## src/hw/rtl/sfr_pkg.sv

```systemverilog
// ----------------------------------------------------------------------------
// sfr_pkg
// Shared constants and types of the stream find-and-replace block.
// ----------------------------------------------------------------------------
package sfr_pkg;

  localparam int MAX_PATTERN     = 8;
  localparam int MAX_REPLACEMENT = 8;
  localparam int MAX_RESULTS     = (MAX_PATTERN > MAX_REPLACEMENT) ?
                                   MAX_PATTERN : MAX_REPLACEMENT;

  localparam int BYTE_W      = 8;
  localparam int CFG_INDEX_W = 4;
  localparam int CFG_DATA_W  = 64;
  localparam int LEN_REG_W   = 4;
  localparam int LEN_W       = $clog2(MAX_RESULTS + 1);
  localparam int IDX_W       = (MAX_RESULTS > 1) ? $clog2(MAX_RESULTS) : 1;

  localparam int QUEUE_DEPTH = 2;
  localparam int QPTR_W      = (QUEUE_DEPTH > 1) ? $clog2(QUEUE_DEPTH) : 1;
  localparam int QCNT_W      = $clog2(QUEUE_DEPTH + 1);

  localparam logic [CFG_INDEX_W-1:0] REG_PATTERN_BYTES     = 4'd0;
  localparam logic [CFG_INDEX_W-1:0] REG_PATTERN_LEN       = 4'd1;
  localparam logic [CFG_INDEX_W-1:0] REG_REPLACEMENT_BYTES = 4'd2;
  localparam logic [CFG_INDEX_W-1:0] REG_REPLACEMENT_LEN   = 4'd3;

  // One output burst: count bytes in order, count zero with last is a marker
  typedef struct packed {
    logic [MAX_RESULTS-1:0][BYTE_W-1:0] bytes;
    logic [LEN_W-1:0]                   count;
    logic                               last;
  } cmd_t;

  typedef struct packed {
    logic full;
    logic empty;
  } q_status_t;

endpackage

```

## src/hw/rtl/sfr_front.sv

```systemverilog
// ----------------------------------------------------------------------------
// sfr_front
// Accepts text bytes, keeps the pending window, compares it against the
// pattern and issues one output burst per input byte that yields results.
// ----------------------------------------------------------------------------
module sfr_front import sfr_pkg::*; (
  input  logic                   clk,
  input  logic                   rst,
  input  logic                   cfg_we,
  input  logic [CFG_INDEX_W-1:0] cfg_index,
  input  logic [CFG_DATA_W-1:0]  cfg_data,
  input  logic                   in_valid,
  output logic                   in_ready,
  input  logic [BYTE_W-1:0]      in_byte,
  input  logic                   in_last,
  input  q_status_t              q_status,
  output logic                   push,
  output cmd_t                   push_cmd
);

  logic [CFG_DATA_W-1:0] pattern_bytes;
  logic [LEN_REG_W-1:0]  pattern_len;
  logic [CFG_DATA_W-1:0] replacement_bytes;
  logic [LEN_REG_W-1:0]  replacement_len;

  logic [MAX_PATTERN-1:0][BYTE_W-1:0] window, window_next;
  logic [LEN_W-1:0]                   count, count_next;

  logic [MAX_PATTERN-1:0][BYTE_W-1:0] win_ext;
  logic [LEN_W-1:0] plen, rlen, cnt1;
  logic             full, match, accept;

  assign in_ready = !q_status.full;
  assign accept   = in_valid && in_ready;

  // Clamp lengths to their legal ranges
  always_comb begin
    if (pattern_len == '0) begin
      plen = LEN_W'(1);
    end else if (pattern_len > LEN_REG_W'(MAX_PATTERN)) begin
      plen = LEN_W'(MAX_PATTERN);
    end else begin
      plen = LEN_W'(pattern_len);
    end
    if (replacement_len > LEN_REG_W'(MAX_REPLACEMENT)) begin
      rlen = LEN_W'(MAX_REPLACEMENT);
    end else begin
      rlen = LEN_W'(replacement_len);
    end
  end

  always_comb begin
    win_ext = window;
    for (int i = 0; i < MAX_PATTERN; i++) begin
      if (LEN_W'(i) == count) win_ext[i] = in_byte;
    end
    cnt1 = count + LEN_W'(1);
    full = (cnt1 == plen);
    match = full;
    for (int i = 0; i < MAX_PATTERN; i++) begin
      if (LEN_W'(i) < plen && win_ext[i] != pattern_bytes[BYTE_W*i +: BYTE_W]) begin
        match = 1'b0;
      end
    end
  end

  always_comb begin
    push_cmd.bytes = '0;
    push_cmd.last  = in_last;
    if (match) begin
      for (int i = 0; i < MAX_RESULTS; i++) begin
        push_cmd.bytes[i] = replacement_bytes[BYTE_W*i +: BYTE_W];
      end
      push_cmd.count = rlen;
    end else begin
      for (int i = 0; i < MAX_PATTERN; i++) begin
        push_cmd.bytes[i] = win_ext[i];
      end
      // flush everything on the last byte, else emit only the oldest once the window is full
      if (in_last) begin
        push_cmd.count = cnt1;
      end else if (full) begin
        push_cmd.count = LEN_W'(1);
      end else begin
        push_cmd.count = '0;
      end
    end
    push = accept && (push_cmd.count != '0 || in_last);
  end

  always_comb begin
    window_next = window;
    count_next  = count;
    if (accept) begin
      if (match || in_last) begin
        window_next = win_ext;
        count_next  = '0;
      end else if (full) begin
        for (int i = 0; i < MAX_PATTERN - 1; i++) begin
          window_next[i] = win_ext[i+1];
        end
        count_next = plen - LEN_W'(1);
      end else begin
        window_next = win_ext;
        count_next  = cnt1;
      end
    end
  end

  always_ff @(posedge clk) begin
    window <= window_next;
    if (rst) begin
      count <= '0;
    end else begin
      count <= count_next;
    end
  end

  always_ff @(posedge clk) begin
    if (rst) begin
      pattern_bytes     <= '0;
      pattern_len       <= LEN_REG_W'(1);
      replacement_bytes <= '0;
      replacement_len   <= '0;
    end else if (cfg_we) begin
      case (cfg_index)
        REG_PATTERN_BYTES:     pattern_bytes <= cfg_data;
        REG_PATTERN_LEN: begin
          // hold the length while bytes are pending
          if (count == '0) pattern_len <= cfg_data[LEN_REG_W-1:0];
        end
        REG_REPLACEMENT_BYTES: replacement_bytes <= cfg_data;
        REG_REPLACEMENT_LEN:   replacement_len <= cfg_data[LEN_REG_W-1:0];
        default: ;
      endcase
    end
  end

endmodule

```

## src/hw/rtl/sfr_cmd_queue.sv

```systemverilog
// ----------------------------------------------------------------------------
// sfr_cmd_queue
// Short queue of output bursts between front and back.
// ----------------------------------------------------------------------------
module sfr_cmd_queue import sfr_pkg::*; (
  input  logic      clk,
  input  logic      rst,
  input  logic      push,
  input  cmd_t      push_cmd,
  input  logic      pop,
  output cmd_t      head,
  output q_status_t status
);

  cmd_t              entries [QUEUE_DEPTH];
  logic [QPTR_W-1:0] wr_ptr, rd_ptr;
  logic [QCNT_W-1:0] fill;

  assign head         = entries[rd_ptr];
  assign status.full  = (fill == QCNT_W'(QUEUE_DEPTH));
  assign status.empty = (fill == '0);

  function automatic logic [QPTR_W-1:0] ptr_inc(input logic [QPTR_W-1:0] p);
    ptr_inc = (p == QPTR_W'(QUEUE_DEPTH - 1)) ? '0 : p + QPTR_W'(1);
  endfunction

  always_ff @(posedge clk) begin
    if (push) entries[wr_ptr] <= push_cmd;
  end

  always_ff @(posedge clk) begin
    if (rst) begin
      wr_ptr <= '0;
      rd_ptr <= '0;
      fill   <= '0;
    end else begin
      if (push) wr_ptr <= ptr_inc(wr_ptr);
      if (pop)  rd_ptr <= ptr_inc(rd_ptr);
      case ({push, pop})
        2'b10:   fill <= fill + QCNT_W'(1);
        2'b01:   fill <= fill - QCNT_W'(1);
        default: ;
      endcase
    end
  end

endmodule

```

## src/hw/rtl/sfr_back.sv

```systemverilog
// ----------------------------------------------------------------------------
// sfr_back
// Takes bursts from the queue and streams their bytes out, one per transaction.
// ----------------------------------------------------------------------------
module sfr_back import sfr_pkg::*; (
  input  logic              clk,
  input  logic              rst,
  input  cmd_t              head,
  input  q_status_t         q_status,
  output logic              pop,
  output logic              out_valid,
  input  logic              out_ready,
  output logic [BYTE_W-1:0] out_byte,
  output logic              byte_valid,
  output logic              out_last
);

  cmd_t             cur;
  logic             busy;
  logic [IDX_W-1:0] idx;
  logic             final_pos, done;

  assign final_pos  = (cur.count == '0) || (LEN_W'(idx) == cur.count - LEN_W'(1));
  assign done       = busy && out_ready && final_pos;
  assign pop        = (!busy || done) && !q_status.empty;

  assign out_valid  = busy;
  assign byte_valid = (cur.count != '0);
  assign out_byte   = byte_valid ? cur.bytes[idx] : '0;
  assign out_last   = cur.last && final_pos;

  always_ff @(posedge clk) begin
    if (pop) cur <= head;
  end

  always_ff @(posedge clk) begin
    if (rst) begin
      busy <= 1'b0;
      idx  <= '0;
    end else if (pop) begin
      busy <= 1'b1;
      idx  <= '0;
    end else if (done) begin
      busy <= 1'b0;
    end else if (busy && out_ready) begin
      idx <= idx + IDX_W'(1);
    end
  end

endmodule

```

## src/hw/rtl/stream_find_replace.sv

```systemverilog
// ----------------------------------------------------------------------------
// stream_find_replace
// Streaming non-overlapping find-and-replace of a pattern in a byte stream.
// ----------------------------------------------------------------------------
// Path: a byte's burst is written into the queue, then popped into the back's burst register and offered from there.
// Throughput: one input byte per cycle while the queue is not full; output is one
// byte per cycle while out_ready is high, so a replacement longer than one byte
// holds the input once the two-entry burst queue fills.
// Reset: synchronous; clears window count, queue and configuration.
module stream_find_replace import sfr_pkg::*; (
  input  logic                   clk,
  input  logic                   rst,
  input  logic                   cfg_we,
  input  logic [CFG_INDEX_W-1:0] cfg_index,
  input  logic [CFG_DATA_W-1:0]  cfg_data,
  input  logic                   in_valid,
  output logic                   in_ready,
  input  logic [BYTE_W-1:0]      in_byte,
  input  logic                   in_last,
  output logic                   out_valid,
  input  logic                   out_ready,
  output logic [BYTE_W-1:0]      out_byte,
  output logic                   byte_valid,
  output logic                   out_last
);

  q_status_t q_status;
  cmd_t      push_cmd, head;
  logic      push, pop;

  sfr_front u_front (
    .clk       (clk),
    .rst       (rst),
    .cfg_we    (cfg_we),
    .cfg_index (cfg_index),
    .cfg_data  (cfg_data),
    .in_valid  (in_valid),
    .in_ready  (in_ready),
    .in_byte   (in_byte),
    .in_last   (in_last),
    .q_status  (q_status),
    .push      (push),
    .push_cmd  (push_cmd)
  );

  sfr_cmd_queue u_queue (
    .clk      (clk),
    .rst      (rst),
    .push     (push),
    .push_cmd (push_cmd),
    .pop      (pop),
    .head     (head),
    .status   (q_status)
  );

  sfr_back u_back (
    .clk        (clk),
    .rst        (rst),
    .head       (head),
    .q_status   (q_status),
    .pop        (pop),
    .out_valid  (out_valid),
    .out_ready  (out_ready),
    .out_byte   (out_byte),
    .byte_valid (byte_valid),
    .out_last   (out_last)
  );

endmodule

```

## config.mk

```make
export PLATFORM = sky130hd
export DESIGN_NAME = stream_find_replace
export DESIGN_NICKNAME = d
export VERILOG_FILES = /design/src/hw/rtl/sfr_pkg.sv /design/src/hw/rtl/sfr_front.sv /design/src/hw/rtl/sfr_cmd_queue.sv /design/src/hw/rtl/sfr_back.sv /design/src/hw/rtl/stream_find_replace.sv
export SDC_FILE = /design/constraint.sdc
export NUM_CORES = 1
export LEC_CHECK = 0
export BUFFER_PORTS_ARGS = -buffer_cell sky130_fd_sc_hd__buf_2
export CAP_MARGIN = 20
export CORE_AREA = 2 2 180 182
export DETAILED_ROUTE_END_ITERATION = 10
export DIE_AREA = 0 0 182 184
export PLACE_DENSITY = 0.76
export SLEW_MARGIN = 20
export SYNTH_ARGS = -nofsm -noshare
export SYNTH_HDL_FRONTEND = slang
export SYNTH_SLANG_ARGS = --single-unit
```

## constraint.sdc

```tcl
create_clock -name clk -period 9.8 [get_ports clk]
set_input_delay 0.98 -clock clk [delete_from_list [all_inputs] [get_ports clk]]
set_output_delay 0.98 -clock clk [all_outputs]
set_load 0.03 [all_outputs]
```

# Word-level counts from Yosys, hierarchy flattened
# Memory sizes are Yosys's and may differ from the RTL's. A register that Yosys moved wholly into a read port is not among the register bits.
# Index checks and enable logic that the tools add are counted.
dict set report word_totals {
  regBits 212
  memories 1
  mem_bits_rw 138
}
dict set report classes {
  eq_ne 24
  n_reduce_logical 37
  order_cmp 11
  addsub 8
  muxes 37
  bitwise_logic 1
}
# memory depth width read_ports rd_ports_with_merged_regs wr line_no
set mem_list {}
lappend mem_list {u_queue.entries 2 69 1 1 1 sfr_cmd_queue.sv:15} ;# cmd_t entries [QUEUE_DEPTH];
# cell n
set ops {}
lappend ops {{2-to-1 mux 8 bit} 11}
lappend ops {{2-to-1 mux 68 bit} 1}
lappend ops {{2-to-1 mux 64 bit} 1}
lappend ops {{inequality test 8 bit} 8}
lappend ops {{2-to-1 mux 56 bit} 1}
lappend ops {{binary-select mux 8 bit (select 3 bit)} 1}
lappend ops {{2-to-1 mux 4 bit} 6}
lappend ops {{equality test 3 x 4 -> 1 bit, first input constant} 4}
lappend ops {{zero test 4 bit} 4}
lappend ops {{less-than comparator 3 x 4 -> 1 bit, first input constant} 4}
lappend ops {{2-to-1 mux 1 bit} 15}
lappend ops {{logical AND 1 bit} 14}
lappend ops {{AND reduction 2 bit} 5}
lappend ops {{equality test 2 x 4 -> 1 bit, first input constant} 2}
lappend ops {{equality test 4 x 2 -> 1 bit, second input constant} 2}
lappend ops {{> comparator 4 bit, second input constant} 2}
lappend ops {{less-than comparator 1 x 4 -> 1 bit, first input constant} 2}
lappend ops {{less-than comparator 2 x 4 -> 1 bit, first input constant} 2}
lappend ops {{nonzero test 4 bit} 2}
lappend ops {{subtractor 4 x 1 -> 4 bit, second input constant} 2}
lappend ops {{adder 4 x 1 -> 4 bit, second input constant} 1}
lappend ops {{equality test 1 x 4 -> 1 bit, first input constant} 1}
lappend ops {{equality test 2 bit, second input constant} 2}
lappend ops {{equality test 3 x 4 -> 1 bit} 1}
lappend ops {{other kinds (17)} 24}

# Depth between registers and ports, before layout
dict set report depth {
  ltp_word 19
  mapped_depth 18
}

# Cells and area by module
# A second synthesis with hierarchy kept.
dict set report unflattened {
  hier_cells 1719
  hier_area_um2 19341.0
}
# mod area_per_inst_um2 n_inst cells_each seq_area_each_um2
set modules_own_cells {}
lappend modules_own_cells {sfr_front 11177.0 1 1328 4724.5}
lappend modules_own_cells {sfr_cmd_queue 5178.7 1 237 4244.1}
lappend modules_own_cells {sfr_back 2985.4 1 154 2152.1}

# Least setup slack after synthesis
# OpenSTA, ideal clock, no wires.
dict set report synth_timing {
  path_kind {input-to-reg}
  startpoint {in in_valid}
  endpoint {reg u_queue.wr_ptr}
  setup_time_ns 0.080
  t_arrival_ns 8.199
  setup_slack_ns 1.520
  stages 5
  path_buffers 0
  required_ns 9.720
  cell_sequence {nand2_1 inv_1 nand2b_1 nor3b_1 o21ba_2}
}
dict set report synth_via {
  elab_chain_len 2
}
# item line_no
set synth_lines {}
lappend synth_lines {{start: declaration} stream_find_replace.sv:16} ;# input logic in_valid,
lappend synth_lines {{logical AND 1 bit} sfr_front.sv:34} ;# assign accept = in_valid && in_ready;
lappend synth_lines {{named net u_front.accept} sfr_front.sv:31} ;# logic full, match, accept;
lappend synth_lines {{logical AND 1 bit} sfr_front.sv:88} ;# push = accept && (push_cmd.count != '0 || in_last);
lappend synth_lines {{end signal: assignment} sfr_cmd_queue.sv:37} ;# if (push) wr_ptr <= ptr_inc(wr_ptr);
lappend synth_lines {{end: declaration} sfr_cmd_queue.sv:16} ;# logic [QPTR_W-1:0] wr_ptr, rd_ptr;
# The timed path passes the listed nets, and every way through them passes these cells.
# A chain may end at the register's enable or synchronous reset.

==> flow_results.org <==
** Status
- Run status :: finished clean

** Place
- In this run, placement finished with an instance count of 2093.
- Before CTS, the worst setup slack after placement is 4.294 ns.
- Detailed placement ended at an HPWL of 32980 um.
- Input and output buffers added on the ports amount to 93.
- Weighted congestion at the end of routability-driven global placement :: 0.9576
- Placed instance area :: 0.01959 sq mm

** Logic synthesis
- Cell accounting for the most synthesized area :: edfxtp_1
- The number of nets handed over by synthesis was 1774.
- In this run the biggest area consumer among cell types represents 43.01% of the synthesized area.
- Number of enable-type register cells in the synthesized netlist :: 271
- Summing the sequential cell areas from Yosys gives 58.67% of the chip area.
- Async set or reset register ratio after synthesis :: 0%
- Largest cells by area after synthesis :: edfxtp_1, dfxtp_1, nand2_1
- Synthesis inferred 419 register bits.
- The number of different library cells used by synthesis comes to 67.
- For this run, the number of Yosys warnings is 0.
- Average cell area after synthesis :: 11.26 sq um
- Synthesis handed over a netlist of 1680 instances.
- Among all flip-flop cells after synthesis, the most frequent one is edfxtp_1.
- Synthesized cell area :: 0.01892 sq mm

** Die
- Die height :: 184 um
- The core region is 0.03139 sq mm.
- The initial utilization of the core area, before any placement, comes to 60.27%.
- The floorplan has 65 rows.
- Horiz. Die Dim :: 182 um
- Pin placement for this block handled 94 I/O pins.
- The floorplan step defined a die boundary enclosing 0.03349 sq mm.

** STA
- Slack of the critical path :: 4.141 ns
- In this run the tightest slew margin relative to its limit is 31.43%.
- Clock skew on the completed layout was measured at 0.01742 ns.
- Timing would allow up to 0.1767 GHz.
- Setup violations remaining at the end of the flow were counted as 0.
- Max-slew violations :: 0
- Final Cycle Share :: 57.74%
- Actual transition at the worst max-transition pin :: 1.029 ns
- Worst hold slack after final layout :: 0.4546 ns
- Setup repair after global routing left no endpoint under its margin.
- The number of endpoints with negative hold slack in the final report came to 0.
- After routing, the total negative slack on setup checks comes to 0 ns.
- Counting I/O delays and the setup requirement, the final critical path takes 5.659 ns.

** Final layout
- The count of cells in the finished layout, fillers not included, comes to 2172.
- Number of antenna cells inserted :: 0
- Syn-to-layout area delta :: 11.39%
- The post-route netlist has 17.29% of its cells at a drive strength greater than 1.
- Final Net Count :: 1830
- Highest-count cells in the layout ignoring fill and taps :: nand2_1, edfxtp_1, a21oi_1
- Final core utilization :: 67.14%
- Leaving out fill and tap cells, the most frequent cell in the layout is nand2_1.
- Post-route design area :: 0.02108 sq mm

** Route
- Wire length reported by the detailed router :: 49050 um
- First-iteration detailed-routing DRC count :: 1701
- DRC errors left :: 0
- Number of nets with antenna violations after routing :: 0
- Via Count :: 13338
- Vias/cell :: 6.141
- Dividing the detail-routed wire length by the instance count gives 22.58 um.
- Drt pass-1 iters :: 11

** Clock tree
- Clock tree synthesis selected as its root buffer the cell clkbuf_16.
- Post-cts resize count :: 0
- Counting along the longest clock path gives a buffer depth of 3.
- # H-tree levels :: 2
- TritonCTS built the clock tree.
- CTS Hold Bufs :: 0
- Post CTS Setup Buffer Count :: 0
- The clock drives 419 sinks.
- Later-pin clock latency in the skew report :: 0.55 ns
- After clock tree synthesis, the clock-pin slew on the worst setup and hold paths is 0.06 ns.
- Cts bufs inserted :: 43

** Global route
- Maximum number of pins on one net before global-route repair :: 96
- The initial antenna violation count came to 1.
- GR Overflow Total :: 0
- Overall routing resource usage :: 29.17%
- Wire length of the first global-routing pass :: 74290 um
- Vias in the first global route :: 12772

** Run
- Maxcap violations :: 0

** Critical path
- CP Data Arrival Time :: 5.90 ns
- The critical path in this run is classified as register to register.
- Critical path required time :: 10.04 ns
- Along the worst path, the maximum fanout reaches 45.
- STA classifies the critical path endpoint as a register.
- Setup crit start kind :: register

** Power and ir drop
- In this run the static leakage power is 7.410 nW.
- The design draws 5.054 mW.
- VDD sags by at most 0.1534 mV.
- In this run the power density over the cells is 239.8 mW/mm^2.

** Worst hold path
- The min-delay analysis places its worst path in the category register to register.
routing by layer:
| layer | track usage [%] | up-vias | share of wire [%] |
|---|---|---|---|
| met3 | 5.745 | 92 | 9.0 |
| met2 | 46.58 | 609 | 46 |
| li1 | - | 6118 | - |
| met4 | 8.806 | 0 | 2.8 |
| met5 | 0 | - | 0 |
| met1 | 40.78 | 6519 | 42 |
kinds of logic after synthesis:
family	synth area share, %
simple gates	10.08
buf+inv	5.231
mux	12.35
fa+ha+maj	0.7935
flops	58.67
compound gates	10.75
xor+xnor	2.129
state kept, by name, indices dropped and copies added (netlist names):
signal                     flops
u_front.window                64
u_front.replacement_len        4
u_queue.rd_ptr                 1
u_front.replacement_bytes     64
u_front.pattern_bytes         64
u_queue.wr_ptr                 1
u_front.count                  4
u_back.idx                     3
u_queue.entries              138
u_queue.fill                   2
u_back.out_valid               1
u_back.cur                    69
u_front.pattern_len            4
synth_stat cells, drive strengths merged, types with 3 or more instances:
cell type    n
and3         6
inv        141
mux4        16
a21oi      189
a221oi       5
xor2        17
xnor2       29
mux2i      106
o21ai       20
o22ai       10
o221ai       6
dfxtp      148
clkbuf      64
nor3b        4
ha          12
nor3        15
nor2        76
nand3b       5
and2         8
buf         34
nor2b       13
a211oi       3
a222oi      50
nand4        7
a22oi       15
a31oi        4
nand2      284
nand3       11
edfxtp     271
nand2b       4
mux2        80
worst max-delay path, cell delays in order (launching register included):
cell and delay [ns]:
dfxtp_1 0.63, nor2b_1 0.78, nand2_1 0.51, a21oi_1 0.36, inv_1 0.12, xnor2_1 0.17
nand4_1 0.13, o21ai_0 0.32, and3_2 0.32, and2_4 0.58, buf_4 0.71, mux2i_1 0.69
power breakdown:
| part | leakage, nW | switching (mW) | internal [mW] |
|---|---|---|---|
| Combinational | 2.95 | 0.642 | 0.344 |
| Clock | 0.729 | 0.679 | 0.996 |
| Sequential | 3.74 | 0.0970 | 2.30 |
worst paths after layout:
check,cells past startpoint,end,slack [ns],startpoint
max,11,u_queue.entries[0][7],4.14,u_front.count[2]
min,2,u_front.replacement_bytes[3],0.45,u_front.replacement_bytes[3]
min reg2reg,2,u_front.replacement_bytes[3],0.45,u_front.replacement_bytes[3]
max reg2reg,11,u_queue.entries[0][7],4.14,u_front.count[2]
area by class of cell:
class | instances | area (sq um)
clock buffer | 60 | 1316
clock inverter | 19 | 168.9
fill | 2380 | 10320
inverter | 142 | 533.0
multi-input combinational | 1021 | 6865
sequential | 419 | 11100
tap | 402 | 503.0
timing repair buffer | 109 | 588.1
Power figures use the tool's default switching activity.
